<file path="config.mk">
export PLATFORM = sky130hd
export DESIGN_NAME = ndoc_merge
export DESIGN_NICKNAME = d
export VERILOG_FILES = /design/src/hdl/ntp_delay_offset_calc_core_assert.svh /design/src/hdl/ndoc_pkg.sv /design/src/hdl/ndoc_div125.sv /design/src/hdl/ndoc_merge.sv
export SDC_FILE = /design/constraint.sdc
export NUM_CORES = 2
export LEC_CHECK = 0
export BUFFER_PORTS_ARGS = -buffer_cell sky130_fd_sc_hd__buf_2
export CORE_ASPECT_RATIO = 1.1
export CORE_MARGIN = 2
export CORE_UTILIZATION = 40
export DETAILED_ROUTE_END_ITERATION = 10
export PLACE_DENSITY = 0.66
export SYNTH_ARGS = -nofsm -noshare
export SYNTH_HDL_FRONTEND = slang
export SYNTH_SLANG_ARGS = --single-unit
</file>
<file path="constraint.sdc">
create_clock -name clk_i -period 7.7 [get_ports clk_i]
set_input_delay 1.54 -clock clk_i [delete_from_list [all_inputs] [get_ports clk_i]]
set_output_delay 1.54 -clock clk_i [all_outputs]
set_load 0.02 [all_outputs]
</file>
<file path="src/hdl/ntp_delay_offset_calc_core_assert.svh">
// ----------------------------------------------------------------------------
// ntp_delay_offset_calc_core_assert.svh
// Assertion macros shared by the delay/offset calculator.
// ----------------------------------------------------------------------------
`ifndef NTP_DELAY_OFFSET_CALC_CORE_ASSERT_SVH
`define NTP_DELAY_OFFSET_CALC_CORE_ASSERT_SVH

// Check a property while out of reset.
`define NDOC_ASSERT(lbl, prop, msg) \
  lbl: assert property (@(posedge clk_i) disable iff (!rst_ni) (prop)) else $error(msg);

// Check a property at every edge, reset included.
`define NDOC_ASSERT_ALWAYS(lbl, prop, msg) \
  lbl: assert property (@(posedge clk_i) (prop)) else $error(msg);

`endif

</file>
<file path="src/hdl/ndoc_pkg.sv">
// ----------------------------------------------------------------------------
// ndoc_pkg
// Types and constants of the NTP delay/offset calculator.
// ----------------------------------------------------------------------------
`timescale 1ns / 1ps

package ndoc_pkg;

  // Field widths
  localparam int unsigned SecW    = 32;
  localparam int unsigned FracW   = 32;
  localparam int unsigned SubW    = 30;  // sub-second nanoseconds, below 10^9
  localparam int unsigned DiffW   = 34;  // signed combination of four seconds
  localparam int unsigned DivW    = 29;  // dividend of the divide-by-125 unit
  localparam int unsigned QuotW   = 23;  // quotient of the divide-by-125 unit
  localparam int unsigned WideW   = 55;  // signed microsecond accumulator
  localparam int unsigned ResW    = 53;
  localparam int unsigned NumLanes = 4;

  // Lane order of the timestamps
  localparam int unsigned LaneOrigin      = 0;
  localparam int unsigned LaneReceive     = 1;
  localparam int unsigned LaneTransmit    = 2;
  localparam int unsigned LaneDestination = 3;

  // Arithmetic constants
  localparam logic [29:0] NsPerSec    = 30'd1000000000;
  localparam logic [31:0] SubBias     = 32'd2000000000;   // multiple of 2000
  localparam logic [29:0] Recip125    = 30'd549755813;    // floor(2^36 / 125)
  localparam int unsigned RecipShift  = 36;
  localparam logic [6:0]  Div125      = 7'd125;
  localparam logic [19:0] UsPerSec    = 20'd1000000;      // delay: 10^9 / 1000
  localparam logic [19:0] HalfUsPerSec = 20'd500000;      // offset: 10^9 / 2000
  localparam logic signed [24:0] DlyQuotBias = 25'sd2000000; // SubBias / 1000
  localparam logic signed [24:0] OffQuotBias = 25'sd1000000; // SubBias / 2000

  // One timestamp split into seconds and sub-second nanoseconds
  typedef struct packed {
    logic [SecW-1:0] sec;
    logic [SubW-1:0] sub;
  } ts_t;

  // Quotient and remainder flag of the divide-by-125 unit
  typedef struct packed {
    logic [QuotW-1:0] quot;
    logic             rem_nz;
  } div_res_t;

  // Load enables of the pipeline stages
  typedef struct packed {
    logic lane;
    logic merge;
    logic div_a;
    logic div_b;
    logic sum;
    logic out;
  } pipe_en_t;

endpackage

</file>
<file path="src/hdl/ndoc_div125.sv">
// ----------------------------------------------------------------------------
// ndoc_div125
// Two-stage floor division by 125: reciprocal multiply, then one correction.
// ----------------------------------------------------------------------------
`timescale 1ns / 1ps

module ndoc_div125 (
  input  logic                     clk_i,
  input  logic                     en_a_i,
  input  logic                     en_b_i,
  input  logic [ndoc_pkg::DivW-1:0] v_i,
  input  logic                     low_nz_i,
  output ndoc_pkg::div_res_t       res_o
);

  localparam int unsigned ProdW = ndoc_pkg::DivW + 30;
  localparam int unsigned ChkW  = ndoc_pkg::QuotW + 7;

  logic [ProdW-1:0]           prod;
  logic [ndoc_pkg::QuotW-1:0] q0_q;
  logic [ndoc_pkg::DivW-1:0]  v_q;
  logic                       low_nz_q;
  logic [ChkW-1:0]            chk;
  logic [ndoc_pkg::DivW-1:0]  rem_full;
  logic [7:0]                 rem;
  logic [7:0]                 rem_adj;
  logic [ndoc_pkg::QuotW-1:0] quot;
  ndoc_pkg::div_res_t         res_q;

  // Estimate the quotient; it falls short by at most one
  assign prod = ProdW'(v_i) * ProdW'(ndoc_pkg::Recip125);

  always_ff @(posedge clk_i) begin
    if (en_a_i) begin
      q0_q     <= prod[ProdW-1:ndoc_pkg::RecipShift];
      v_q      <= v_i;
      low_nz_q <= low_nz_i;
    end
  end

  // Form the remainder and correct the estimate
  always_comb begin
    chk      = ChkW'(q0_q) * ChkW'(ndoc_pkg::Div125);
    rem_full = v_q - chk[ndoc_pkg::DivW-1:0];
    rem      = rem_full[7:0];
    if (rem >= 8'(ndoc_pkg::Div125)) begin
      quot    = q0_q + ndoc_pkg::QuotW'(1);
      rem_adj = rem - 8'(ndoc_pkg::Div125);
    end else begin
      quot    = q0_q;
      rem_adj = rem;
    end
  end

  always_ff @(posedge clk_i) begin
    if (en_b_i) begin
      res_q.quot   <= quot;
      res_q.rem_nz <= low_nz_q | (rem_adj != 8'd0);
    end
  end

  assign res_o = res_q;

endmodule

</file>
<file path="src/hdl/ndoc_merge.sv">
// ----------------------------------------------------------------------------
// ndoc_merge
// Merging stage: combine the four lanes into delay and offset in microseconds.
// ----------------------------------------------------------------------------
`timescale 1ns / 1ps

module ndoc_merge (
  input  logic                        clk_i,
  input  ndoc_pkg::pipe_en_t          en_i,
  input  ndoc_pkg::ts_t               ts_i [ndoc_pkg::NumLanes],
  output logic [ndoc_pkg::ResW-1:0]   delay_us_o,
  output logic signed [ndoc_pkg::ResW-1:0] offset_us_o,
  output logic                        ok_o
);

  localparam int unsigned DW = ndoc_pkg::DiffW;
  localparam int unsigned WW = ndoc_pkg::WideW;
  localparam int unsigned RW = ndoc_pkg::ResW;

  ndoc_pkg::ts_t t1, t2, t3, t4;

  logic [DW-1:0]               ds_sum, os_sum, ud_sum, uo_sum;
  logic signed [DW-1:0]        ds_q, os_q;
  logic [ndoc_pkg::DivW-1:0]   vd_q, vo_q;
  logic                        nzd_q, nzo_q;
  logic signed [WW-1:0]        sd_d, so_d, sd_q, so_q, sd_b_q, so_b_q;
  ndoc_pkg::div_res_t          qd, qo;
  logic signed [24:0]          qd_adj, qo_adj;
  logic signed [WW-1:0]        dly_f_q, off_f_q;
  logic                        off_nz_q;
  logic signed [WW-1:0]        off_t;
  logic                        ok;
  logic [RW-1:0]               delay_q;
  logic signed [RW-1:0]        offset_q;
  logic                        ok_q;

  assign t1 = ts_i[ndoc_pkg::LaneOrigin];
  assign t2 = ts_i[ndoc_pkg::LaneReceive];
  assign t3 = ts_i[ndoc_pkg::LaneTransmit];
  assign t4 = ts_i[ndoc_pkg::LaneDestination];

  // Combine seconds and biased sub-second parts of delay and offset
  assign ds_sum = DW'(t4.sec) - DW'(t1.sec) - DW'(t3.sec) + DW'(t2.sec);
  assign os_sum = DW'(t2.sec) - DW'(t1.sec) + DW'(t3.sec) - DW'(t4.sec);
  assign ud_sum = DW'(t4.sub) - DW'(t1.sub) - DW'(t3.sub) + DW'(t2.sub)
                + DW'(ndoc_pkg::SubBias);
  assign uo_sum = DW'(t2.sub) - DW'(t1.sub) + DW'(t3.sub) - DW'(t4.sub)
                + DW'(ndoc_pkg::SubBias);

  // Split off the power-of-two part of /1000 and /2000
  always_ff @(posedge clk_i) begin
    if (en_i.merge) begin
      ds_q  <= $signed(ds_sum);
      os_q  <= $signed(os_sum);
      vd_q  <= ud_sum[31:3];
      nzd_q <= |ud_sum[2:0];
      vo_q  <= {1'b0, uo_sum[31:4]};
      nzo_q <= |uo_sum[3:0];
    end
  end

  // Scale whole seconds to microseconds
  assign sd_d = WW'(ds_q) * $signed(WW'(ndoc_pkg::UsPerSec));
  assign so_d = WW'(os_q) * $signed(WW'(ndoc_pkg::HalfUsPerSec));

  always_ff @(posedge clk_i) begin
    if (en_i.div_a) begin
      sd_q <= sd_d;
      so_q <= so_d;
    end
  end

  always_ff @(posedge clk_i) begin
    if (en_i.div_b) begin
      sd_b_q <= sd_q;
      so_b_q <= so_q;
    end
  end

  // Divide the sub-second parts
  ndoc_div125 u_div_dly (
    .clk_i    (clk_i),
    .en_a_i   (en_i.div_a),
    .en_b_i   (en_i.div_b),
    .v_i      (vd_q),
    .low_nz_i (nzd_q),
    .res_o    (qd)
  );

  ndoc_div125 u_div_off (
    .clk_i    (clk_i),
    .en_a_i   (en_i.div_a),
    .en_b_i   (en_i.div_b),
    .v_i      (vo_q),
    .low_nz_i (nzo_q),
    .res_o    (qo)
  );

  // Remove the bias and add to the seconds part: floor quotients
  assign qd_adj = $signed({2'b00, qd.quot}) - ndoc_pkg::DlyQuotBias;
  assign qo_adj = $signed({2'b00, qo.quot}) - ndoc_pkg::OffQuotBias;

  always_ff @(posedge clk_i) begin
    if (en_i.sum) begin
      dly_f_q  <= sd_b_q + WW'(qd_adj);
      off_f_q  <= so_b_q + WW'(qo_adj);
      off_nz_q <= qo.rem_nz;
    end
  end

  // Round the offset toward zero, drop both on a negative delay
  always_comb begin
    ok    = ~dly_f_q[WW-1];
    off_t = off_f_q + WW'({1'b0, off_f_q[WW-1] & off_nz_q});
  end

  always_ff @(posedge clk_i) begin
    if (en_i.out) begin
      ok_q     <= ok;
      delay_q  <= ok ? dly_f_q[RW-1:0] : '0;
      offset_q <= ok ? off_t[RW-1:0] : '0;
    end
  end

  assign delay_us_o  = delay_q;
  assign offset_us_o = offset_q;
  assign ok_o        = ok_q;

endmodule

</file>
==> results.rst <==
.. list-table::
   :header-rows: 1

   * - Metric
     - Value
   * - Outcome
     - completed
   * - Core area
     - 0.211 mm2
   * - Initial cell density of the core
     - 40.2%
   * - Number of pins with negative max-slew slack in the final report
     - 0
   * - Die X-Extent
     - 443 um
   * - Dominant combinational cell family by area after synthesis
     - adder cells
   * - Final worst setup slack
     - 0.306 ns
   * - Count of nets left with antenna violations after detail routing
     - 0
   * - Port bufs
     - 360
   * - Cell area after synthesis
     - 0.0849 mm2
   * - Share of the synthesized area in compound gates (AO/OA/AOI/OAI)
     - 9.87%
   * - Final cycle utilization of the critical path
     - 96.0%
   * - Total number of placement rows
     - 177
   * - Max-cap check violation count
     - 0
   * - Minimum hold slack
     - 0.413 ns
   * - Post-synthesis adder-cell area fraction
     - 46.8%
   * - Full die area
     - 0.216 mm2
   * - Total of flip-flops plus latches after synthesis
     - 647
   * - Skew final
     - 0.0257 ns
   * - Slew at the pin closest to its max-slew limit
     - 1.05 ns
   * - Setup repair after global routing missed its margin
     - no
   * - DRC violations left
     - 0
   * - Crit path max fanout
     - 4
   * - Cts hold-fix bufs
     - 0
   * - Depth of the CTS H-tree
     - 3
   * - Share of synthesized area spent on multiplexers
     - 0.0605%
   * - Vias per std cell
     - 5.07
   * - Required time at the worst-slack endpoint
     - 8.16 ns
   * - Number of antenna violations at the first check in global routing
     - 26
   * - Top area cells in the synthesized netlist
     - sky130_fd_sc_hd__fa_1 23%, sky130_fd_sc_hd__ha_1 23%, sky130_fd_sc_hd__edfxtp_1 23%
   * - Syn_area_per_cell
     - 10.7 um2
   * - Largest net degree at the start of global routing
     - 83
   * - Die Height
     - 487 um
   * - Num CTS Buffers
     - 78
   * - Total routing usage reported by global routing
     - 20.7%
   * - Remaining global-route overflow
     - 0
   * - Iteration-0 DRC Markers
     - 3006
   * - Proportion of layout cells with a drive suffix above 1
     - 8.96%
   * - Commonest cells in the synthesized netlist
     - 1740 x sky130_fd_sc_hd__inv_1, 1581 x sky130_fd_sc_hd__ha_1, 995 x sky130_fd_sc_hd__fa_1
   * - Vias in the first global route
     - 62300
   * - Boundary pin count
     - 362
   * - Final Critical Period
     - 7.39 ns
   * - Dominant cell type by area after synthesis
     - sky130_fd_sc_hd__fa_1
   * - Top cell type's share of synthesized area
     - 23.5%
   * - Number of different library cells in the post-synthesis netlist
     - 97
   * - Drt total wl
     - 220000 um
   * - Final-report setup violation count
     - 0
   * - Main flop type after synthesis
     - sky130_fd_sc_hd__edfxtp_1
   * - Gate count after technology mapping
     - 7963
   * - Root cell of the clock tree
     - sky130_fd_sc_hd__clkbuf_16
   * - Clock net sink count
     - 647
   * - Final core area utilization
     - 44.7%
   * - Post-placement cell count
     - 11300
   * - Area growth from synthesis to final layout
     - 11.3%
   * - Combined area of the multi-input logic cells
     - 0.0588 mm2
   * - Final weighted congestion of routability-driven global placement
     - 0.975
   * - Via count
     - 58000
   * - Final HPWL DP
     - 193000 um
   * - Sequential-to-total area share from yosys stat
     - 22.9%
   * - Start-to-end type of the worst setup path
     - flip-flop to flip-flop
   * - Headroom to the max-slew limit
     - 29.8%
   * - Net count of the mapped netlist
     - 10800
   * - Count of nets after finishing
     - 11400
   * - Simple logic cell fraction of the synthesized area
     - 6.67%
   * - Pre-CTS setup slack
     - -0.0297 ns
   * - Number of hold violations in the final report
     - 0
   * - Maximum clock path buffer count
     - 3
   * - Peak clock frequency supported by timing
     - 135 MHz
   * - Clock-pin slew reported for the worst setup and hold paths after clock tree synthesis
     - 0.06 ns
   * - Dominant cell by count in the synthesized netlist
     - sky130_fd_sc_hd__inv_1
   * - Number of non-filler instances in the completed layout
     - 11400
   * - Hold WC Path Type
     - flip-flop to flip-flop
   * - Sequential cell area
     - 0.0194 mm2
   * - Number of enable-type register cells in the synthesized netlist
     - 647
   * - Number of detailed-route iterations in the first pass
     - 9
   * - Arr. time, crit path
     - 7.86 ns
   * - Endpoint type of the worst setup path
     - flip-flop
   * - Routed wirelength normalized by instance count
     - 19.2 um
   * - Element type at the critical path start
     - flip-flop
   * - TritonCTS clock tree
     - built
   * - Asr flop ratio synth
     - 0%
   * - Xor and xnor area share after synthesis
     - 5.84%
   * - Clk_lat worst skew
     - 0.73 ns
   * - Wire length of the first global-routing pass
     - 346000 um
   * - # fillers
     - 19800
   * - Total number of yosys warnings
     - 0
-- flip-flops by register name (all words and copies together) (netlist names), 29 cells and up --
signal / cells
sd_b_q: 49
off_f_q: 54
dly_f_q: 54
vd_q: 29
sd_q: 49
offset_us_o: 53
os_q: 34
so_q: 49
so_b_q: 49
ds_q: 34
delay_us_o: 53
-- cells in the final DEF (no fill, tap or decap), types with 69 or more instances in the layout --
cell,instances
sky130_fd_sc_hd__o21a_1,69
sky130_fd_sc_hd__ha_1,1581
sky130_fd_sc_hd__o21ai_0,170
sky130_fd_sc_hd__xor2_1,207
sky130_fd_sc_hd__o21bai_1,79
sky130_fd_sc_hd__fa_1,993
sky130_fd_sc_hd__nand2_1,206
sky130_fd_sc_hd__edfxtp_1,647
sky130_fd_sc_hd__a21oi_1,373
sky130_fd_sc_hd__buf_2,355
sky130_fd_sc_hd__clkbuf_16,79
sky130_fd_sc_hd__buf_4,207
sky130_fd_sc_hd__nor3_1,85
sky130_fd_sc_hd__nor2_1,282
sky130_fd_sc_hd__nor2b_1,114
sky130_fd_sc_hd__nand3_1,99
sky130_fd_sc_hd__a21o_1,255
sky130_fd_sc_hd__inv_1,1740
sky130_fd_sc_hd__xnor2_1,359
-- cell type report --
type                    instances  share of cell area [%]
flip-flops and latches        647                    20.6
clock inverters                56                   0.776
clock buffers                  89                    2.13
repair buffers                570                    3.67
well taps                    2774                    3.67
multi-input cells            5536                    62.2
diodes                         15                  0.0397
inverters                    1740                    6.91
-- stage by stage --
stage | area, um2 | TNS [ns]
3_3_place_gp | 91600 | -0.297
3_5_place_dp | 91600 | -0.0453
2_1_floorplan | 84900 | 0
4_1_cts | 94300 | 0
5_1_grt | 94500 | 0
6_report | 94500 | 0
-- repair_timing --
item / CTS / global route
endpoints found under the setup margin: 1 / 15
setup buffers: 0 / 9
resized for setup: 1 / 9
cloned: 0 / 0
pin swaps: 0 / 8
-- layer usage --
layer | part of all wire [%] | wire length [um] | global-route usage (%)
met1 | 41 | 89700 | 24.7
met2 | 49 | 108000 | 36.2
met3 | 3.5 | 7650 | 2.12
met4 | 6.5 | 14300 | 11.9
met5 | 0.041 | 89 | 0
-- cell families (layout without fill, tap and decap cells) --
kind of cell             count (synthesis)  in the layout
AO/OA/AOI/OAI                         1275           1275
other                                    0             15
multiplexers                             5              5
adder cells (fa/ha/maj)               2576           2576
AND/OR/NAND/NOR                       1114           1114
XOR/XNOR                               566            566
buffers and inverters                 1780           2455
flip-flops                             647            647
-- path summary, 6_finish.rpt --
path / startpoint / to / slack (ns) / depth (start not counted)
setup / recovery: vo_q[16]$_DFFE_PP_ / u_div_off.q0_q[20]$_DFFE_PP_ / 0.31 / 26
hold / removal: so_q[44]$_DFFE_PP_ / so_b_q[44]$_DFFE_PP_ / 0.41 / 0
setup reg to reg: vo_q[16]$_DFFE_PP_ / u_div_off.q0_q[20]$_DFFE_PP_ / 0.31 / 26
hold reg to reg: so_q[44]$_DFFE_PP_ / so_b_q[44]$_DFFE_PP_ / 0.41 / 0
-- worst max-delay path, cell delays in order, from the launching register on --
cell,delay [ns]
sky130_fd_sc_hd__edfxtp_1,0.52
sky130_fd_sc_hd__buf_4,0.21
sky130_fd_sc_hd__fa_1,0.41
sky130_fd_sc_hd__inv_1,0.10
sky130_fd_sc_hd__fa_1,0.42
sky130_fd_sc_hd__fa_1,0.51
sky130_fd_sc_hd__inv_1,0.05
sky130_fd_sc_hd__fa_1,0.47
sky130_fd_sc_hd__fa_1,0.45
sky130_fd_sc_hd__fa_1,0.56
sky130_fd_sc_hd__inv_1,0.06
sky130_fd_sc_hd__fa_1,0.50
sky130_fd_sc_hd__inv_1,0.05
sky130_fd_sc_hd__ha_1,0.31
sky130_fd_sc_hd__nand4_1,0.23
sky130_fd_sc_hd__nor4_1,0.37
sky130_fd_sc_hd__buf_4,0.19
sky130_fd_sc_hd__a41o_1,0.17
sky130_fd_sc_hd__o41ai_1,0.09
sky130_fd_sc_hd__a21o_1,0.21
sky130_fd_sc_hd__a31oi_2,0.24
sky130_fd_sc_hd__a221oi_4,0.12
sky130_fd_sc_hd__o41ai_2,0.38
sky130_fd_sc_hd__buf_4,0.19
sky130_fd_sc_hd__nor3_1,0.04
sky130_fd_sc_hd__a21oi_1,0.18
sky130_fd_sc_hd__xor2_1,0.09
Power is left out: the tool's default activity adds up to more than one toggle a clock period on the data nets, which glitch-free logic cannot reach.
