**src/hdl/ntp_delay_offset_calc_core_assert.svh**
```systemverilog
// ----------------------------------------------------------------------------
// ntp_delay_offset_calc_core_assert.svh
// Assertion macros shared by the delay/offset calculator.
// ----------------------------------------------------------------------------
`ifndef NTP_DELAY_OFFSET_CALC_CORE_ASSERT_SVH
`define NTP_DELAY_OFFSET_CALC_CORE_ASSERT_SVH

// Check a property while out of reset.
`define NDOC_ASSERT(lbl, prop, msg) \
  lbl: assert property (@(posedge clk_i) disable iff (!rst_ni) (prop)) else $error(msg);

// Check a property at every edge, reset included.
`define NDOC_ASSERT_ALWAYS(lbl, prop, msg) \
  lbl: assert property (@(posedge clk_i) (prop)) else $error(msg);

`endif

```
**src/hdl/ndoc_pkg.sv**
```systemverilog
// ----------------------------------------------------------------------------
// ndoc_pkg
// Types and constants of the NTP delay/offset calculator.
// ----------------------------------------------------------------------------
`timescale 1ns / 1ps

package ndoc_pkg;

  // Field widths
  localparam int unsigned SecW    = 32;
  localparam int unsigned FracW   = 32;
  localparam int unsigned SubW    = 30;  // sub-second nanoseconds, below 10^9
  localparam int unsigned DiffW   = 34;  // signed combination of four seconds
  localparam int unsigned DivW    = 29;  // dividend of the divide-by-125 unit
  localparam int unsigned QuotW   = 23;  // quotient of the divide-by-125 unit
  localparam int unsigned WideW   = 55;  // signed microsecond accumulator
  localparam int unsigned ResW    = 53;
  localparam int unsigned NumLanes = 4;

  // Lane order of the timestamps
  localparam int unsigned LaneOrigin      = 0;
  localparam int unsigned LaneReceive     = 1;
  localparam int unsigned LaneTransmit    = 2;
  localparam int unsigned LaneDestination = 3;

  // Arithmetic constants
  localparam logic [29:0] NsPerSec    = 30'd1000000000;
  localparam logic [31:0] SubBias     = 32'd2000000000;   // multiple of 2000
  localparam logic [29:0] Recip125    = 30'd549755813;    // floor(2^36 / 125)
  localparam int unsigned RecipShift  = 36;
  localparam logic [6:0]  Div125      = 7'd125;
  localparam logic [19:0] UsPerSec    = 20'd1000000;      // delay: 10^9 / 1000
  localparam logic [19:0] HalfUsPerSec = 20'd500000;      // offset: 10^9 / 2000
  localparam logic signed [24:0] DlyQuotBias = 25'sd2000000; // SubBias / 1000
  localparam logic signed [24:0] OffQuotBias = 25'sd1000000; // SubBias / 2000

  // One timestamp split into seconds and sub-second nanoseconds
  typedef struct packed {
    logic [SecW-1:0] sec;
    logic [SubW-1:0] sub;
  } ts_t;

  // Quotient and remainder flag of the divide-by-125 unit
  typedef struct packed {
    logic [QuotW-1:0] quot;
    logic             rem_nz;
  } div_res_t;

  // Load enables of the pipeline stages
  typedef struct packed {
    logic lane;
    logic merge;
    logic div_a;
    logic div_b;
    logic sum;
    logic out;
  } pipe_en_t;

endpackage

```
**src/hdl/ndoc_lane.sv**
```systemverilog
// ----------------------------------------------------------------------------
// ndoc_lane
// One timestamp lane: scale the 2^-32 s fraction to whole nanoseconds.
// ----------------------------------------------------------------------------
`timescale 1ns / 1ps

module ndoc_lane (
  input  logic                      clk_i,
  input  logic                      en_i,
  input  logic [ndoc_pkg::SecW-1:0]  sec_i,
  input  logic [ndoc_pkg::FracW-1:0] frac_i,
  output ndoc_pkg::ts_t             ts_o
);

  localparam int unsigned ProdW = ndoc_pkg::FracW + ndoc_pkg::SubW;

  logic [ProdW-1:0] prod;
  ndoc_pkg::ts_t    ts_q;

  // Fraction times 10^9, keep the integer nanoseconds
  assign prod = ProdW'(frac_i) * ProdW'(ndoc_pkg::NsPerSec);

  // Hold seconds and nanoseconds for the merging stage
  always_ff @(posedge clk_i) begin
    if (en_i) begin
      ts_q.sec <= sec_i;
      ts_q.sub <= prod[ProdW-1:ndoc_pkg::FracW];
    end
  end

  assign ts_o = ts_q;

endmodule

```
**config.mk**
```make
export PLATFORM = sky130hd
export DESIGN_NAME = ndoc_lane
export DESIGN_NICKNAME = d
export VERILOG_FILES = /design/src/hdl/ntp_delay_offset_calc_core_assert.svh /design/src/hdl/ndoc_pkg.sv /design/src/hdl/ndoc_lane.sv
export SDC_FILE = /design/constraint.sdc
export NUM_CORES = 1
export LEC_CHECK = 0
export ABC_CLOCK_PERIOD_IN_PS = 7000
export CELL_PAD_IN_SITES_DETAIL_PLACEMENT = 0
export CELL_PAD_IN_SITES_GLOBAL_PLACEMENT = 2
export CORE_AREA = 3 3 190 192
export CTS_BUF_LIST = sky130_fd_sc_hd__clkbuf_4 sky130_fd_sc_hd__clkbuf_8 sky130_fd_sc_hd__clkbuf_16
export DETAILED_ROUTE_END_ITERATION = 10
export DIE_AREA = 0 0 193 195
export DONT_BUFFER_PORTS = 1
export PLACE_DENSITY_LB_ADDON = 0.3
export RECOVER_POWER = 50
export SLEW_MARGIN = 30
export SYNTH_ARGS = -nofsm -noshare
export SYNTH_HDL_FRONTEND = slang
export SYNTH_SLANG_ARGS = --single-unit
```
**constraint.sdc**
```tcl
create_clock -name clk_i -period 7 [get_ports clk_i]
set_input_delay 0.35 -clock clk_i [delete_from_list [all_inputs] [get_ports clk_i]]
set_output_delay 0.35 -clock clk_i [all_outputs]
set_load 0.01 [all_outputs]
```
==> impl.org, run 1 <==
** Route
- After the first detailed-routing iteration, the DRC count stood at 289.
- Routed WL per cell :: 19.04 um
- Count of antenna-violating nets left after detailed routing :: 0
- Drc violations :: 0
- Top layer used by detailed routing :: met4
- After detailed routing, the met3 layer carries 891 um of wire.
- The detailed router put a total of 13,920 um of wire on met1.
- Via density :: 4.886
- For this block, the routed nets add up to 35,960 um of wire.
- Count of vias placed by the detailed router :: 9,230
- Number of detailed-routing iterations run before antenna repair :: 4
- Routed wire length on met2 :: 20,120 um

** GRT
- Entering global routing, the biggest net connects 63 pins.
- Global routing finished with a remaining overflow of 0.
- The number of antenna violations at the first check in global routing came to 0.
- Number of global-route vias before repair :: 10,290
- Aggregate global-route resource usage :: 0.2011
- Wire length of the first global-routing pass :: 57,470 um

** STA
- For this run, the top clock speed supported by timing is 162.8 MHz.
- Tcrit/Tclk final :: 0.8774
- Tightest Pin Transition :: 0.4130 ns
- Setup repair after global routing missed its margin :: no
- The final hold violation count is 0.
- The max-slew violation total from the final report is 0.
- In this run the tightest slew margin relative to its limit is 0.7218.
- Fin Setup TNS :: 0 ns
- The worst path meets setup with 0.8581 ns of slack.
- Setup violations remaining at the end of the flow were counted as 0.
- Minimum clock period :: 6.142 ns

** Worst setup path
- The cell family contributing the most delay on the critical path is adder cells.
- At the worst endpoint, the required time is 7.06 ns.
- The worst setup path is launched from an input pin.
- WP data arrival :: 6.20 ns
- Bufs and invs on worst path :: 4
- The cell that appears most often on the critical path is sky130_fd_sc_hd__fa_1.
- Library cell contributing the largest single delay on the critical path :: sky130_fd_sc_hd__fa_1
- Traced cell by cell, the critical path runs through inv_1 > fa_1 > fa_1 > fa_1 > fa_1 > fa_1 > inv_1 > fa_1 > inv_1 > fa_1 > inv_1 > ha_1 > a21oi_1 > o211ai_1 > nand2_1 > nand4_1 > a31oi_1 > o21ai_1 > o21ai_1 > o21bai_1 > xor2_1.
- Critical path peak fanout :: 7
- Category of the critical setup timing path :: input pin to flip-flop
- Largest incremental delay on the critical path :: 0.53 ns
- STA classifies the critical path endpoint as a flip-flop.

** Synth
- Register bit total from synthesis :: 62
- The share of the Yosys chip area taken by registers is 0.1234.
- For this run, asynchronously set or reset flops after synthesis account for 0.
- The cell area that synthesis handed to floorplanning was 15,080 um^2.
- Synthesized area per cell :: 10.52 um^2
- Yosys warns :: 0
- The synthesized netlist contains 48 unique library cells.
- Synthesis handed over a netlist of 1,434 instances.
- Number of synthesized flops with an enable pin :: 62
- Most instantiated flip-flop cell in the synthesis netlist :: sky130_fd_sc_hd__edfxtp_1
- Post-synth net total :: 2,074

** Floorplan
- The initialized floorplan defines 68 standard-cell rows.
- The die covers 37,640 um^2.
- 128 I/O pins were placed.
- Chip Width :: 193 um
- Effective utilization at floorplan :: 0.4367
- Die height :: 195 um
- Core Region :: 34,540 um^2

** Place
- Timing analysis after detailed placement gives a worst setup slack of 0.5207 ns.
- The count of buffers added on input and output ports is 0.
- Final weighted congestion of routability-driven global placement :: 0.9124
- The HPWL after detailed placement is 33,470 um.

** Layout
- The layout has 3,364 filler cells.
- Share of cells above drive strength 1 :: 0.02162
- Relative to the synthesized area, the layout overhead comes to 5.275%.
- The register with the most flip-flops in the layout has 62 of them.
- Final net count :: 2,070
- Diodes inserted :: 0

** Clock network
- CTS built an H-tree with a depth of 3.
- CTS-repair resized insts :: 0
- Counting every sink on the clock net gives 62.
- The clock passes through at most 2 buffers.
- Clock tree root driver cell :: sky130_fd_sc_hd__clkbuf_16
- # Post-CTS Setup Buffers :: 0
- TritonCTS built the clock tree.
- Count of hold buffers inserted by post-cts repair :: 0
- Clock transition at the register clock pins on the worst setup and hold paths after CTS :: 0.05 ns
- TritonCTS buffer count :: 9

** Status
- Result of the run :: finished, final reports clean

** Run
- Max cap viols :: 0

** Hold path
- Worst hold-check path type :: input pin to flip-flop
per-layer routing:
| metal | vias to the layer above | global-route usage |
|---|---|---|
| met5 | - | 0 |
| met4 | 0 | 0.05117 |
| li1 | 4366 | - |
| met1 | 4698 | 0.2457 |
| met2 | 130 | 0.3772 |
| met3 | 36 | 0.01993 |
stage by stage:
stage                     cell area, um^2  hold WS (ns)    util  std cells
final                               15880        0.1242  0.4597       1889
after CTS                           15880        0.1143  0.4597       1889
after global routing                15880        0.1042  0.4597       1889
after floorplan                     15080        0.4489       -       1434
after global placement              15590        0.4489  0.4514       1874
after detailed placement            15590        0.4489  0.4514       1874
cells in the final DEF (no fill, tap or decap), drive strengths merged, types with 2 or more instances in the layout:
cell        n
nor3        6
xnor2      22
a211oi      3
inv       496
a21boi      4
o21ai      28
ha        263
xor2       11
o31ai       6
a41oi       2
nor4        3
fa        311
nand4      15
edfxtp     62
a31oi       4
clkinvlp    4
nand2      43
nor2       24
nand3      10
clkbuf      9
o21a        5
a21oi      51
o211ai      2
a21o       18
o21bai     15
nor2b       2
worst paths after layout:
path / startpoint / cells past startpoint / end
max: frac_i[3] / 21 / ts_o[26]$_DFFE_PP_
min: sec_i[9] / 0 / ts_o[39]$_DFFE_PP_
final cells by class:
type,instances,area [um^2],share of cell area
Multi-Input combinational cell,860,11290,0.7110
Tap cell,455,569.3,0.03585
Sequential cell,62,1862,0.1172
Timing Repair Buffer,1,7.507,0.0004727
Clock buffer,9,225.2,0.01418
Clock inverter,6,63.81,0.004018
Inverter,496,1862,0.1172
cells in the mapped netlist, types with 3 or more instances:
cell type / count / area [um^2]
sky130_fd_sc_hd__a21boi_0: 4 / 30.03
sky130_fd_sc_hd__a21o_1: 18 / 135.1
sky130_fd_sc_hd__a21oi_1: 48 / 240.2
sky130_fd_sc_hd__a21oi_2: 3 / 26.28
sky130_fd_sc_hd__a31oi_1: 4 / 25.02
sky130_fd_sc_hd__buf_2: 8 / 40.04
sky130_fd_sc_hd__clkbuf_1: 8 / 30.03
sky130_fd_sc_hd__edfxtp_1: 62 / 1862
sky130_fd_sc_hd__fa_1: 311 / 6226
sky130_fd_sc_hd__ha_1: 263 / 3291
sky130_fd_sc_hd__inv_1: 496 / 1862
sky130_fd_sc_hd__nand2_1: 43 / 161.4
sky130_fd_sc_hd__nand3_1: 10 / 50.05
sky130_fd_sc_hd__nand4_1: 14 / 87.58
sky130_fd_sc_hd__nor2_1: 22 / 82.58
sky130_fd_sc_hd__nor3_1: 4 / 20.02
sky130_fd_sc_hd__o21a_1: 5 / 37.54
sky130_fd_sc_hd__o21ai_0: 25 / 125.1
sky130_fd_sc_hd__o21ai_1: 3 / 15.01
sky130_fd_sc_hd__o21bai_1: 15 / 112.6
sky130_fd_sc_hd__o31ai_1: 4 / 30.03
sky130_fd_sc_hd__xnor2_1: 22 / 192.7
sky130_fd_sc_hd__xor2_1: 11 / 96.34
logic make-up (layout without fill, tap and decap cells):
kind of cell	Yosys count	in the layout	share of synthesized area
adder cells (fa/ha/maj)	574	574	0.6309
buffers and inverters	512	512	0.1281
AO/OA/AOI/OAI	145	145	0.06345
AND/OR/NAND/NOR	108	108	0.03500
flip-flops	62	62	0.1234
XOR/XNOR	33	33	0.01916
Power of run 1 is left out: the tool's default activity adds up to more than one toggle a clock period on the data nets, which glitch-free logic cannot reach.
==> run 2, diff against run 1 <==
--- a/config.mk
+++ b/config.mk
@@ -5,13 +5,14 @@
 export SDC_FILE = /design/constraint.sdc
 export NUM_CORES = 1
 export LEC_CHECK = 0
-export ABC_CLOCK_PERIOD_IN_PS = 7000
+export ABC_AREA = 1
+export ABC_CLOCK_PERIOD_IN_PS = 6200
 export CELL_PAD_IN_SITES_DETAIL_PLACEMENT = 0
 export CELL_PAD_IN_SITES_GLOBAL_PLACEMENT = 2
-export CORE_AREA = 3 3 190 192
+export CORE_AREA = 3 3 202 204
 export CTS_BUF_LIST = sky130_fd_sc_hd__clkbuf_4 sky130_fd_sc_hd__clkbuf_8 sky130_fd_sc_hd__clkbuf_16
 export DETAILED_ROUTE_END_ITERATION = 10
-export DIE_AREA = 0 0 193 195
+export DIE_AREA = 0 0 205 207
 export DONT_BUFFER_PORTS = 1
 export PLACE_DENSITY_LB_ADDON = 0.3
 export RECOVER_POWER = 50
==> constraint.sdc (replaced) <==
create_clock -name clk_i -period 6.2 [get_ports clk_i]
set_input_delay 0.31 -clock clk_i [delete_from_list [all_inputs] [get_ports clk_i]]
set_output_delay 0.31 -clock clk_i [all_outputs]
set_load 0.01 [all_outputs]
==> run 2 against run 1 <==
First-iteration DRC count up 71%. Non-clock buffer count down 1. Via count grew 22%. Sequential cell count unchanged. Design area rose by 9.0%. Critical path depth stayed put. Routed wire length rose by 23%. Critical path type unchanged. Critical endpoint is now ts_o[21]$_DFFE_PP_. Largest cell class unchanged.
==> impl.org, run 2 <==
** STA
- Hold_ws :: 0.07284 ns (-0.05132 ns)
- The max-slew violation total from the final report came to 0 (unchanged).
- The final hold violation count came to 0 (unchanged).
- The setup violation total in the final timing report came to 0 (unchanged).
- Final setup slack of the worst path :: 0.4868 ns (-0.3713 ns)
- Highest clock frequency the design can meet :: 175.0 MHz
- Setup repair after global routing missed its margin :: no
- For the finished layout, the period the worst path requires is 5.713 ns.
- Slew headroom :: 0.6877 (-0.03402)
- Tightest Pin Transition :: 0.4635 ns (+0.05050 ns)
- The setup total negative slack was 0 ns (unchanged).
- Tcrit/Tclk final :: 0.9215

** Layout
- The total area of multi-input combinational cells is 12,150 um^2 (+7.6%).
- The total of fill cells in the finished design is 4,023 (+20%).
- The sequential standard cell area is 1862 um^2 (unchanged).
- The library cell used most frequently in the layout, excluding fill and tap cells, is sky130_fd_sc_hd__inv_1.
- Max FFs per register :: 62 (unchanged)
- Leaving out fill and tap cells, the most frequent cells in the layout are sky130_fd_sc_hd__inv_1, sky130_fd_sc_hd__fa_1, sky130_fd_sc_hd__nand2_1.
- The post-layout utilization of the core is 0.4388 (-0.02092).
- Share of cells above drive strength 1 :: 0.02606 (+0.004441)
- Final net count :: 2,477 (+20%)
- Growth of design area from synthesis to finish :: 6.030%
- Diodes inserted :: 0 (unchanged)

** Place
- The post-detailed-placement half-perimeter wirelength came to 40,450 um (+21%).
- The placer's final routability congestion estimate is 0.8981 (-1.6%).
- Setup Slack @ Placement :: 0.1473 ns (-0.3734 ns)
- The count of port buffers added during placement is 0 (unchanged).

** Synth
- The net count of the mapped netlist is 2,466 (+19%).
- Fraction of registers with async set or reset after synthesis :: 0 (unchanged)
- The area of the mapped netlist came to 16,330 um^2 (+8.3%).
- Synthesized instance count :: 1,826 (+27%)
- Multiplexer area fraction after synthesis :: 0 (unchanged)
- Distinct cell type count after synthesis :: 34 (-29%)
- Cell types with the highest counts after synthesis :: sky130_fd_sc_hd__inv_1, sky130_fd_sc_hd__fa_1, sky130_fd_sc_hd__nand2_1, sky130_fd_sc_hd__ha_1, sky130_fd_sc_hd__nor2_1
- Compound-gate portion of the synthesized area :: 0.03356 (-0.02989)
- Register bit total from synthesis :: 62 (unchanged)
- The xor and xnor area share after synthesis is 0.008045 (-0.01112).
- The fraction of the mapped netlist area in simple logic gates is 0.1195 (+0.08453).
- The share of Yosys cell area claimed by the top area cell type is 0.3813 (-0.03147).
- Combinational family with the most area after synthesis :: adder cells
- Post-synthesis share of cell area spent on full adders, half adders and majority gates :: 0.5828 (-0.04810)
- Most instantiated flip-flop cell in the synthesis netlist :: sky130_fd_sc_hd__edfxtp_1
- Sequential element share of the synthesized area :: 0.1140 (-0.009410)
- The number of enable flip-flop cells after synthesis was 62 (unchanged).
- Post-synth top area cell :: sky130_fd_sc_hd__fa_1
- Synthesized area per cell :: 8.943 um^2 (-15%)
- The number of warnings issued by yosys is 0 (unchanged).
- Yosys instantiated no cell more often than sky130_fd_sc_hd__inv_1.
- Sorting the synthesized cells by area gives the leading types as sky130_fd_sc_hd__fa_1, sky130_fd_sc_hd__ha_1, sky130_fd_sc_hd__inv_1.

** Route
- The met2 wire length is 23,240 um (+16%).
- The post-detailed-routing wire length is 44,280 um (+23%).
- Count of vias placed by the detailed router :: 11,240 (+22%)
- The met1 routed wirelength after detailed routing is 19,000 um (+36%).
- Drc violations :: 0 (unchanged)
- Number of detailed-routing iterations run before antenna repair :: 5 (+1)
- The length of routed met3 wiring came to 1070 um (+20%).
- The antenna violation net count after detailed routing is 0 (unchanged).
- Signal routing reaches up to met4.
- The routed via count divided by cell count is 4.747 (-2.8%).
- 1st-iter DRT viols :: 495 (+71%)
- Routed WL per cell :: 18.71 um (-1.7%)

** Worst setup path
- Required time of the critical path :: 6.27 ns (-0.79 ns)
- The data arrival time of the worst path was 5.78 ns (-0.42 ns).
- Category of the critical setup timing path :: input pin to flip-flop
- The maximum net fanout on the critical path came to 7 (unchanged).
- Endpoint kind of the worst setup timing path :: flip-flop
- STA classifies the critical path startpoint as an input pin.

** Clock network
- # Post-CTS Setup Buffers :: 0 (unchanged)
- Clock tree root driver cell :: sky130_fd_sc_hd__clkbuf_16
- The CTS buffer count is 9 (unchanged).
- TritonCTS clock tree :: yes
- The number of instances resized during post-cts repair was 0 (unchanged).
- The number of hold buffers added after CTS came to 0 (unchanged).
- The maximum number of buffers from clock root to sink came to 2 (unchanged).
- The clock slew at the register clock pins of the worst setup and hold paths came to 0.06 ns (about the same).
- The number of sinks on the clock net was 62 (unchanged).
- Maximum level of the CTS H-tree :: 3 (unchanged)

** Hold path
- Worst hold-check path type :: input pin to flip-flop

** GRT
- Number of global-route vias before repair :: 12,800 (+24%)
- Aggregate global-route resource usage :: 0.2224 (+0.02127)
- Antenna violations before repair :: 0 (unchanged)
- The aggregate global routing overflow came to 0 (unchanged).
- The pin count of the biggest net entering global routing was 63 (unchanged).
- The global-route wire length before repair came to 71,750 um (+25%).

** Floorplan
- The standard-cell row count is 73 (+7.4%).
- Top-Level Pins :: 128 (unchanged)
- The die extent in x came to 205 um (+6.2%).
- The die area was 42,440 um^2 (+13%).
- The core footprint was 39,460 um^2 (+14%).
- The die boundary height was 207 um (+6.2%).
- The initial cell density of the core came to 0.4138 (-0.02284).

** Status
- Result of the run :: finished, final reports clean

** Run
- The total of max-cap violations came to 0 (unchanged).
## run 2: cell count changes after synthesis, sizes merged, moves of 9 or more
cell	change
a21o	-17
a21oi	+9
inv	+122
nand2	+260
nand3	+20
nor2	+58
xnor2	-18
## run 2: cell type report
cell class	instances	area share
Multi-Input combinational cell	1146	0.7016
Tap cell	525	0.03794
Clock buffer	9	0.01301
Inverter	618	0.1340
Clock inverter	7	0.005926
Sequential cell	62	0.1075
## run 2: stage by stage
step,area (um^2),std cells
6_report,17310,2367
5_1_grt,17310,2367
4_1_cts,17310,2367
3_5_place_dp,16990,2351
3_3_place_gp,16990,2351
2_1_floorplan,16330,1826
## run 2: final timing paths
kind / from / slack, ns / depth (start not counted) / end
setup / recovery: frac_i[9] / 0.49 / 21 / ts_o[21]$_DFFE_PP_
hold / removal: sec_i[26] / 0.07 / 0 / ts_o[56]$_DFFE_PP_
## run 2: cells by family (layout without fill, tap and decap cells)
kind of cell	Yosys count	in the layout
buffers and inverters	618	634
DFF	62	62
adders and majority gates	574	574
AOI/OAI and AO/OA	104	104
and+or+nand+nor	453	453
xor gates and xnor gates	15	15
## run 2: worst max-delay path, cell delays in order
cell and delay (ns):
sky130_fd_sc_hd__inv_1 0.16, sky130_fd_sc_hd__fa_1 0.48, sky130_fd_sc_hd__fa_1 0.56, sky130_fd_sc_hd__fa_1 0.44
sky130_fd_sc_hd__fa_1 0.48, sky130_fd_sc_hd__fa_1 0.50, sky130_fd_sc_hd__inv_1 0.05, sky130_fd_sc_hd__fa_1 0.47
sky130_fd_sc_hd__inv_1 0.05, sky130_fd_sc_hd__fa_1 0.49, sky130_fd_sc_hd__inv_1 0.04, sky130_fd_sc_hd__ha_1 0.38
sky130_fd_sc_hd__nand2_1 0.16, sky130_fd_sc_hd__nor2_1 0.26, sky130_fd_sc_hd__nand2_1 0.23, sky130_fd_sc_hd__nor2_1 0.14
sky130_fd_sc_hd__nand2_1 0.07, sky130_fd_sc_hd__nand2_1 0.21, sky130_fd_sc_hd__nand2_1 0.15, sky130_fd_sc_hd__nand3_1 0.10
sky130_fd_sc_hd__nand2_1 0.07
## run 2: per-layer routing
| layer | vias to the layer above | GRT usage |
|---|---|---|
| li1 | 5436 | - |
| met5 | - | 0 |
| met4 | 0 | 0.04384 |
| met3 | 39 | 0.01619 |
| met1 | 5604 | 0.2892 |
| met2 | 158 | 0.4071 |
Power of run 2 is left out for the same reason.
==> run 3, diff against run 2 <==
--- a/config.mk
+++ b/config.mk
@@ -9,11 +9,12 @@
 export ABC_CLOCK_PERIOD_IN_PS = 6200
 export CELL_PAD_IN_SITES_DETAIL_PLACEMENT = 0
 export CELL_PAD_IN_SITES_GLOBAL_PLACEMENT = 2
-export CORE_AREA = 3 3 202 204
+export CORE_AREA = 8 8 207 209
 export CTS_BUF_LIST = sky130_fd_sc_hd__clkbuf_4 sky130_fd_sc_hd__clkbuf_8 sky130_fd_sc_hd__clkbuf_16
 export DETAILED_ROUTE_END_ITERATION = 10
-export DIE_AREA = 0 0 205 207
+export DIE_AREA = 0 0 215 217
 export DONT_BUFFER_PORTS = 1
+export HOLD_SLACK_MARGIN = 0.1
 export PLACE_DENSITY_LB_ADDON = 0.3
 export RECOVER_POWER = 50
 export SLEW_MARGIN = 30
==> run 3 against run 2 <==
The flow now finishes with violations (max-capacitance violations, max-slew violations). First-iteration DRC count increased by 5.5%. Highest routed layer unchanged. Critical path depth unchanged. Sequential share of layout area decreased by 0.17 points. Cell count increased by 1.4%. Largest cell class unchanged. Global-route usage decreased by 1.5 points. Non-clock buffer count increased by 34.
==> impl.org, run 3 (synthesized netlist as in run 2, its figures left out) <==
** Layout
- The total area of multi-input combinational cells is 12,150 um^2 (unchanged).
- From synthesis to final layout, the design area changed by 7.739%.
- The number of diodes added for antenna fixing came to 0 (unchanged).
- Final net count :: 2,511 (+1.4%)
- Max FFs per register :: 62 (unchanged)
- Most common library cell in the layout ignoring fill and taps :: sky130_fd_sc_hd__inv_1
- Storage element area :: 1862 um^2 (unchanged)
- The post-layout utilization of the core came to 0.4459 (+0.007071).
- The total of fill cells in the finished design came to 3,990 (-0.82%).
- Most frequent cells in the layout :: sky130_fd_sc_hd__inv_1, sky130_fd_sc_hd__fa_1, sky130_fd_sc_hd__nand2_1
- The ratio of cells with drive above 1 in the final layout is 0.02452 (-0.001538).

** Status
- Result of the run :: complete, but fails checks
- The final reports fail on max-capacitance violations, max-slew violations.

** Route
- Final wirelength :: 46,020 um (+3.9%)
- Count of antenna-violating nets left after detailed routing :: 0 (unchanged)
- Drc violations :: 0 (unchanged)
- Via density :: 4.720 (-0.58%)
- Count of vias placed by the detailed router :: 11,330 (+0.85%)
- Number of detailed-routing iterations run before antenna repair :: 5 (unchanged)
- Routed WL per cell :: 19.17 um (+2.5%)
- The detailed router's first-iteration violation count came to 522 (+5.5%).

** Floorplan
- Core Region :: 39,460 um^2 (unchanged)
- The die extent in x was 215 um (+4.9%).
- The initial cell density of the core is 0.4138 (unchanged).
- The standard-cell row count came to 73 (unchanged).
- Overall die area :: 46,660 um^2 (+9.9%)
- The die boundary height came to 217 um (+4.8%).
- Top-Level Pins :: 128 (unchanged)

** Clock network
- Maximum level of the CTS H-tree :: 3 (unchanged)
- The clock slew at the register clock pins of the worst setup and hold paths was 0.06 ns (about the same).
- CTS-repair resized insts :: 0 (unchanged)
- The number of sinks on the clock net came to 62 (unchanged).
- The maximum number of buffers from clock root to sink was 2 (unchanged).
- TritonCTS buffer count :: 9 (unchanged)
- The root buffer cell chosen for the clock tree is sky130_fd_sc_hd__clkbuf_16.
- TritonCTS built the clock tree.

** Worst setup path
- Grouping stages by cell kind, the critical path spends the most delay in adder cells.
- Cell repeated most along the worst path :: sky130_fd_sc_hd__fa_1
- Critical path cell sequence :: inv_1 > fa_1 > fa_1 > fa_1 > fa_1 > fa_1 > inv_1 > fa_1 > inv_1 > fa_1 > inv_1 > ha_1 > nand2_1 > nor2_1 > nand2_1 > nor2_1 > nand2_1 > nand2_1 > nand2_1 > nand3_1 > nand2_1
- Endpoint kind of the worst setup timing path :: flip-flop
- Required time of the critical path :: 6.28 ns (about the same)
- The maximum net fanout on the critical path is 7 (unchanged).
- The critical path is of the input pin to flip-flop type.
- Largest incremental delay on the critical path :: 0.54 ns (-0.02 ns)
- Type of element launching the critical path :: input pin
- WP data arrival :: 5.94 ns (+0.16 ns)
- The largest individual stage delay along the critical path comes from the cell sky130_fd_sc_hd__fa_1.
- Bufs and invs on worst path :: 4 (unchanged)

** STA
- Tcrit/Tclk final :: 0.9442 (+0.02271)
- The worst-margin pin slew is 2.915 ns (+2.452 ns).
- Setup repair after global routing missed its margin :: no
- Final number of hold-violating endpoints :: 0 (unchanged)
- The final worst setup slack was 0.3459 ns (-0.1408 ns).
- The setup violation total in the final timing report is 0 (unchanged).
- The worst hold margin came to 0.5974 ns (+0.5246 ns).
- The setup total negative slack is 0 ns (unchanged).
- Count of pins over their slew limit :: 51 (+51)
- The final critical delay including setup and external delays was 5.854 ns (+0.1408 ns).
- Slew headroom :: -0.9434 (-1.631)
- Highest clock frequency the design can meet :: 170.8 MHz (-2.4%)

** GRT
- The global-route wire length before repair is 74,060 um (+3.2%).
- Largest net degree at the start of global routing :: 51 (-19%)
- Total congestion overflow :: 0 (unchanged)
- The number of global-route vias before repair is 13,210 (+3.2%).
- Aggregate global-route resource usage :: 0.2072 (-0.01521)
- The number of antenna violations at the first check in global routing is 0 (unchanged).

** Place
- Detail Placement HPWL :: 41,910 um (+3.6%)
- Setup Slack @ Placement :: -0.006933 ns (-0.1542 ns)
- Final weighted congestion of routability-driven global placement :: 0.9053 (+0.80%)
- The count of port buffers added during placement was 0 (unchanged).

** Hold path
- Endpoint with the worst hold slack :: ts_o[55]$_DFFE_PP_
- Worst Hold Path Cells :: 1 (+1)
- The worst hold path begins at sec_i[25].
- Worst hold-check path type :: input pin to flip-flop

** Run
- The total of max-cap violations was 1 (+1).
==> run 3: cell count changes in the layout (fill, tap and decap cells not counted) <==
cell,previous run,this run
sky130_fd_sc_hd__clkinv_1,0,2
sky130_fd_sc_hd__clkinv_4,0,2
sky130_fd_sc_hd__clkinvlp_4,1,0
sky130_fd_sc_hd__dlygate4sd3_1,0,33
sky130_fd_sc_hd__inv_6,4,2
sky130_fd_sc_hd__bufinv_16,2,0
sky130_fd_sc_hd__clkinv_2,0,1
sky130_fd_sc_hd__clkbuf_1,0,1
==> run 3: worst max-delay path by stage <==
stage / from / end / cells past startpoint
detailed placement: frac_i[8] / ts_o[21]$_DFFE_PP_ / 21
CTS: frac_i[8] / ts_o[5]$_DFFE_PP_ / 19
global route: frac_i[8] / ts_o[21]$_DFFE_PP_ / 21
floorplan: frac_i[5] / ts_o[14]$_DFFE_PP_ / 22
global placement: frac_i[8] / ts_o[5]$_DFFE_PP_ / 19
finish: frac_i[8] / ts_o[21]$_DFFE_PP_ / 21
==> run 3: routing by layer <==
metal	up-vias	track usage	routed length (um)
met4	0	0.06537	1680
met2	184	0.3871	23890
met5	-	0	0
met1	5591	0.2488	19130
met3	65	0.01997	1314
li1	5492	-	-
==> run 3: metrics by stage <==
step	instance area [um^2]	instances
2_1_floorplan	16330	1826
3_3_place_gp	16990	2351
3_5_place_dp	16990	2351
4_1_cts	17620	2401
5_1_grt	17590	2401
6_report	17590	2401
==> run 3: area by class of cell <==
type | instances | share of cell area
repair buffers | 34 | 0.01899
well taps | 525 | 0.03734
flip-flops and latches | 62 | 0.1058
inverters | 618 | 0.1319
clock inverters | 7 | 0.002703
clock buffers | 9 | 0.01280
multi-input cells | 1146 | 0.6905
==> run 3: what timing repair did <==
item                                   in CTS  in global routing
endpoints found under the hold margin      82                  0
hold buffers                               34                  0
setup buffers                               0                  0
Power of run 3 is left out for the same reason.
